$ cat src/rtl/psd_pkg.sv
`timescale 1ns / 1ps

package psd_pkg;

    localparam int COORD_WIDTH_DEF = 24;

    typedef enum logic [1:0] {
        REGION_START    = 2'd0,
        REGION_END      = 2'd1,
        REGION_INTERIOR = 2'd2
    } region_t;

    // travels with each request down the pipeline
    typedef struct packed {
        logic    valid;
        region_t region;
    } psd_tag_t;

endpackage

$ cat src/rtl/psd_sqrt.sv
`timescale 1ns / 1ps

module psd_sqrt
    import psd_pkg::*;
#(
    parameter int COORD_WIDTH = COORD_WIDTH_DEF,
    localparam int PW = 2 * COORD_WIDTH + 2,
    localparam int RW = COORD_WIDTH + 1
)
(
    input  logic          clk,
    input  logic          rst_n,
    input  psd_tag_t      in_tag,
    input  logic [PW-1:0] in_rad,
    output psd_tag_t      out_tag,
    output logic [RW-1:0] out_root
);

    // digit-by-digit square root, two radicand bits per stage
    psd_tag_t      tag_reg  [RW];
    logic [PW-1:0] rad_reg  [RW];
    logic [RW-1:0] root_reg [RW];
    logic [RW:0]   rem_reg  [RW];

    for (genvar k = 0; k < RW; k++)
    begin : g_step
        psd_tag_t      tag_in;
        logic [PW-1:0] rad_in, rad_next;
        logic [RW-1:0] root_in, root_next;
        logic [RW:0]   rem_in, rem_next;
        logic [RW+2:0] cur, trial, diff;
        logic          ge;

        if (k == 0)
        begin : g_first
            always_comb
            begin
                tag_in  = in_tag;
                rad_in  = in_rad;
                root_in = '0;
                rem_in  = '0;
            end
        end
        else
        begin : g_rest
            always_comb
            begin
                tag_in  = tag_reg[k-1];
                rad_in  = rad_reg[k-1];
                root_in = root_reg[k-1];
                rem_in  = rem_reg[k-1];
            end
        end

        always_comb
        begin
            cur       = {rem_in, rad_in[PW-1:PW-2]};
            trial     = (RW+3)'({root_in, 2'b01});
            diff      = cur - trial;
            ge        = (cur >= trial);
            // remainder stays at most twice the partial root
            rem_next  = ge ? diff[RW:0] : cur[RW:0];
            root_next = {root_in[RW-2:0], ge};
            rad_next  = {rad_in[PW-3:0], 2'b00};
        end

        always_ff @(posedge clk or negedge rst_n)
        begin
            if (!rst_n)
            begin
                tag_reg[k] <= '0;
            end
            else
            begin
                tag_reg[k] <= tag_in;
            end
        end

        always_ff @(posedge clk)
        begin
            rad_reg[k]  <= rad_next;
            root_reg[k] <= root_next;
            rem_reg[k]  <= rem_next;
        end
    end

    assign out_tag  = tag_reg[RW-1];
    assign out_root = root_reg[RW-1];

endmodule

$ cat config.mk
export PLATFORM = sky130hd
export DESIGN_NAME = psd_sqrt
export DESIGN_NICKNAME = d
export VERILOG_FILES = /design/src/rtl/psd_pkg.sv /design/src/rtl/psd_sqrt.sv
export SDC_FILE = /design/constraint.sdc
export NUM_CORES = 2
export LEC_CHECK = 0
export ABC_AREA = 1
export BUFFER_PORTS_ARGS = -buffer_cell sky130_fd_sc_hd__buf_2
export CAP_MARGIN = 5
export CORE_MARGIN = 5
export CORE_UTILIZATION = 40
export DETAILED_ROUTE_END_ITERATION = 10
export GPL_TIMING_DRIVEN = 0
export PLACE_DENSITY = 0.59
export SLEW_MARGIN = 10
export SYNTH_ARGS = -nofsm -noshare
export SYNTH_HDL_FRONTEND = slang
export SYNTH_SLANG_ARGS = --single-unit
$ cat constraint.sdc
create_clock -name clk -period 2.1 [get_ports clk]
set_input_delay 0.42 -clock clk [delete_from_list [all_inputs] [get_ports clk]]
set_output_delay 0.42 -clock clk [all_outputs]
set_load 0.03 [all_outputs]
==> metrics <==
CTS tree=done; critical path class=reg2reg; Setup violations, final=0; Hold Slack=163 ps; drt pass-1 iters=5; Starting DRT DRC Count=4357; final wirelength=191000 um; grt ovf=0; worst setup margin=4.39 ps; Finished Core Util=50.0%; sequential share of the synthesized area=45.9%; Num Clock Sinks=1589; met3 global-route usage=3.07%; vias after detailed routing=58900; grt peak-use layer=met2; Max VDD drop=852 uV; row cnt=153; Final min period=2100 ps; pin count of the biggest net entering global routing=61; share of cells above drive strength 1=18.0%; DIE AREA=184000 um^2; most used cell, CP=nand2_2; Die Width=429 um; number of synthesized flops with an enable pin=0; Synth-to-Final Area Change=24.3%; Worst Reg-to-Reg Cells=12; # Max-Cap Violations=0; crit-path max cell delay=420 ps; worst path bufs/invs=4; gr usage total=19.8%; CP cell instances=inv_1, ha_1, o21ai_2, nand2_1, nand2_2, nand2_2, nand2_2, nor2_4, buf_12, buf_4, buf_4, xor2_1; Non-Filler Instances=12400; # fillers=16800; post-route clock period utilization=99.8%; DP Worst Slack=-357 ps; vias in the first global route=55700; f_max=477 MHz; Cell Area, Synth=70100 um^2; worst slew pin tran=643 ps; Antenna Cells=0; Data required, critical path=2790 ps; max FFs per register=600; outcome=finished, final reports clean; Inst Count DP=11800; Clock Path Buffers=3; initial antenna violation count=3; LEAKAGE=43.0 nW; gpl congestion=0.937; clk_lat worst skew=810 ps; CTS H-Tree Depth=4; Seq cells post-synth=1589; WL/cell=15.4 um; met2 global-route usage=32.9%; CTS Buf Count=166; maximum fanout along the worst path=6; routing usage on met1=26.5%; Syn. warnings=0; critical path endpoint category=flop; port bufs=82; PwrDens=1160 nW/um^2; crit path launch type=flop; slowest CP cell=dfxtp_1; skew final=44.4 ps; ys async rst share=4.72%; DR vias/cell=4.77; WP depth=12; Worst Hold Class=in2async; DP Wirelength=146000 um; final net count=10300; Synth Area per Inst=7.47 um^2; DR DRC count=0; clock transition at the registers of the reported paths=60 ps; Die Span Y=429 um; ys flop type=dfxtp_1; Distinct cells, synth=61; post-route ant nets=0; Initial Util=40.3%; Syn Nets=9791; Slew headroom=57.0%; Fin. Hold Viols=0; I/O pins=83; Core Footprint=174000 um^2; critical path arrival=2790 ps; RSZ-0062 raised after global routing=yes; Syn Inst Count=9384; Slew Viols, Final=0; Root Buffer=clkbuf_16; first-pass GRT wire length=296000 um; delay-heaviest family, CP=buffers and inverters
## logic make-up (layout without fill, tap and decap cells)
group                      after synthesis  after routing  synth area share, %
AOI/OAI and AO/OA                      695            695                 6.01
other                                    1              1              0.00535
and+or+nand+nor                       4806           4807                 29.0
DFF                                   1589           1589                 45.9
buffers and inverters                 1705           2346                 9.84
adders and majority gates              352            352                 6.28
xor gates and xnor gates               236            236                 2.95
## cells in the mapped netlist, types with 90 or more instances
cell,n,area (um^2)
nand3_1,551,2760
nand2_1,2971,11200
nor2_1,776,2910
dfxtp_1,1514,30300
xnor2_1,124,1090
xor2_1,112,981
o21ai_0,142,711
inv_1,1598,6000
nand4_1,159,995
o21ai_1,90,450
a21oi_1,262,1310
ha_1,352,4400
## through the flow
| step | total power, mW | instance area, um^2 | setup TNS (ps) |
|---|---|---|---|
| after global routing | 107 | 87200 | -1960 |
| after CTS | 98.4 | 82900 | -72.1 |
| after floorplan | 56.4 | 70100 | 0 |
| after detailed placement | 64.1 | 73500 | -53780 |
| after global placement | 63.9 | 73500 | -52250 |
| final | 101 | 87200 | 0 |
## report_power, final
part	switching, mW	internal, mW
Sequential	4.86	35.5
Combinational	17.3	11.6
Clock	12.5	19.0
## worst min-delay path, stage by stage
cell	delay (ps)
dlygate4sd3_1	530
buf_4	130
buf_16	270
## worst paths after layout
check | start | to | slack [ps]
worst max register to register | rad_reg[3][47]$_DFF_P_ | rem_reg[1][130]$_DFF_P_ | 4
worst max-delay path | rad_reg[3][47]$_DFF_P_ | rem_reg[1][130]$_DFF_P_ | 4
min in group clk | in_rad[43] | rad_reg[0][43]$_DFF_P_ | 240
worst min-delay path | rst_n | g_step[13].tag_in[0]$_DFF_PN0_ | 160
max in group asynchronous | rst_n | g_step[2].tag_in[2]$_DFF_PN0_ | 930
worst min register to register | rad_reg[2][71]$_DFF_P_ | rad_reg[2][121]$_DFF_P_ | 320
## area by class of cell
cell class	count	area [um^2]	area share [%]
Tap cell	2325	2910	3.34
Multi-Input combinational cell	6091	35800	41.1
Sequential cell	1589	32500	37.2
Clock buffer	207	4580	5.25
Inverter	1628	6150	7.06
Buffer	75	1000	1.15
Timing Repair Buffer	334	2760	3.16
Clock inverter	102	1490	1.70
## placed cells by master, fill, tap and decap left out, types with 26 or more instances in the layout
cell type,n
nand2_2,163
nor3_1,59
nor2_1,701
buf_6,41
o21ai_1,96
buf_2,89
nand3b_1,73
buf_4,171
ha_1,89
inv_1,1578
bufinv_16,26
inv_2,38
clkinv_2,35
nand3_2,35
o21ai_0,122
dfxtp_2,166
nand3_1,528
nand2_1,2817
xnor2_1,124
a21oi_1,201
dlygate4sd3_1,56
dfrtp_1,75
nor2_2,70
clkbuf_16,177
a21oi_2,125
nand2_4,42
o21ai_2,83
dfxtp_1,1331
nor2_4,61
xor2_1,112
ha_4,239
nand4_1,159
## per-layer routing
metal,vias up,wire [um]
met4,0,5180
met2,1488,88700
met1,27100,86800
met5,-,0
li1,30000,-
met3,313,10000
## what timing repair did
item	in CTS	in global routing
hold endpoints to repair	129	0
hold buffers	56	0
gates cloned	9	14
resized for setup	429	677
pin swaps	59	151
setup endpoints to repair	505	539
buffers inserted	63	110
Note: power is estimated with default switching activity, not from simulation.
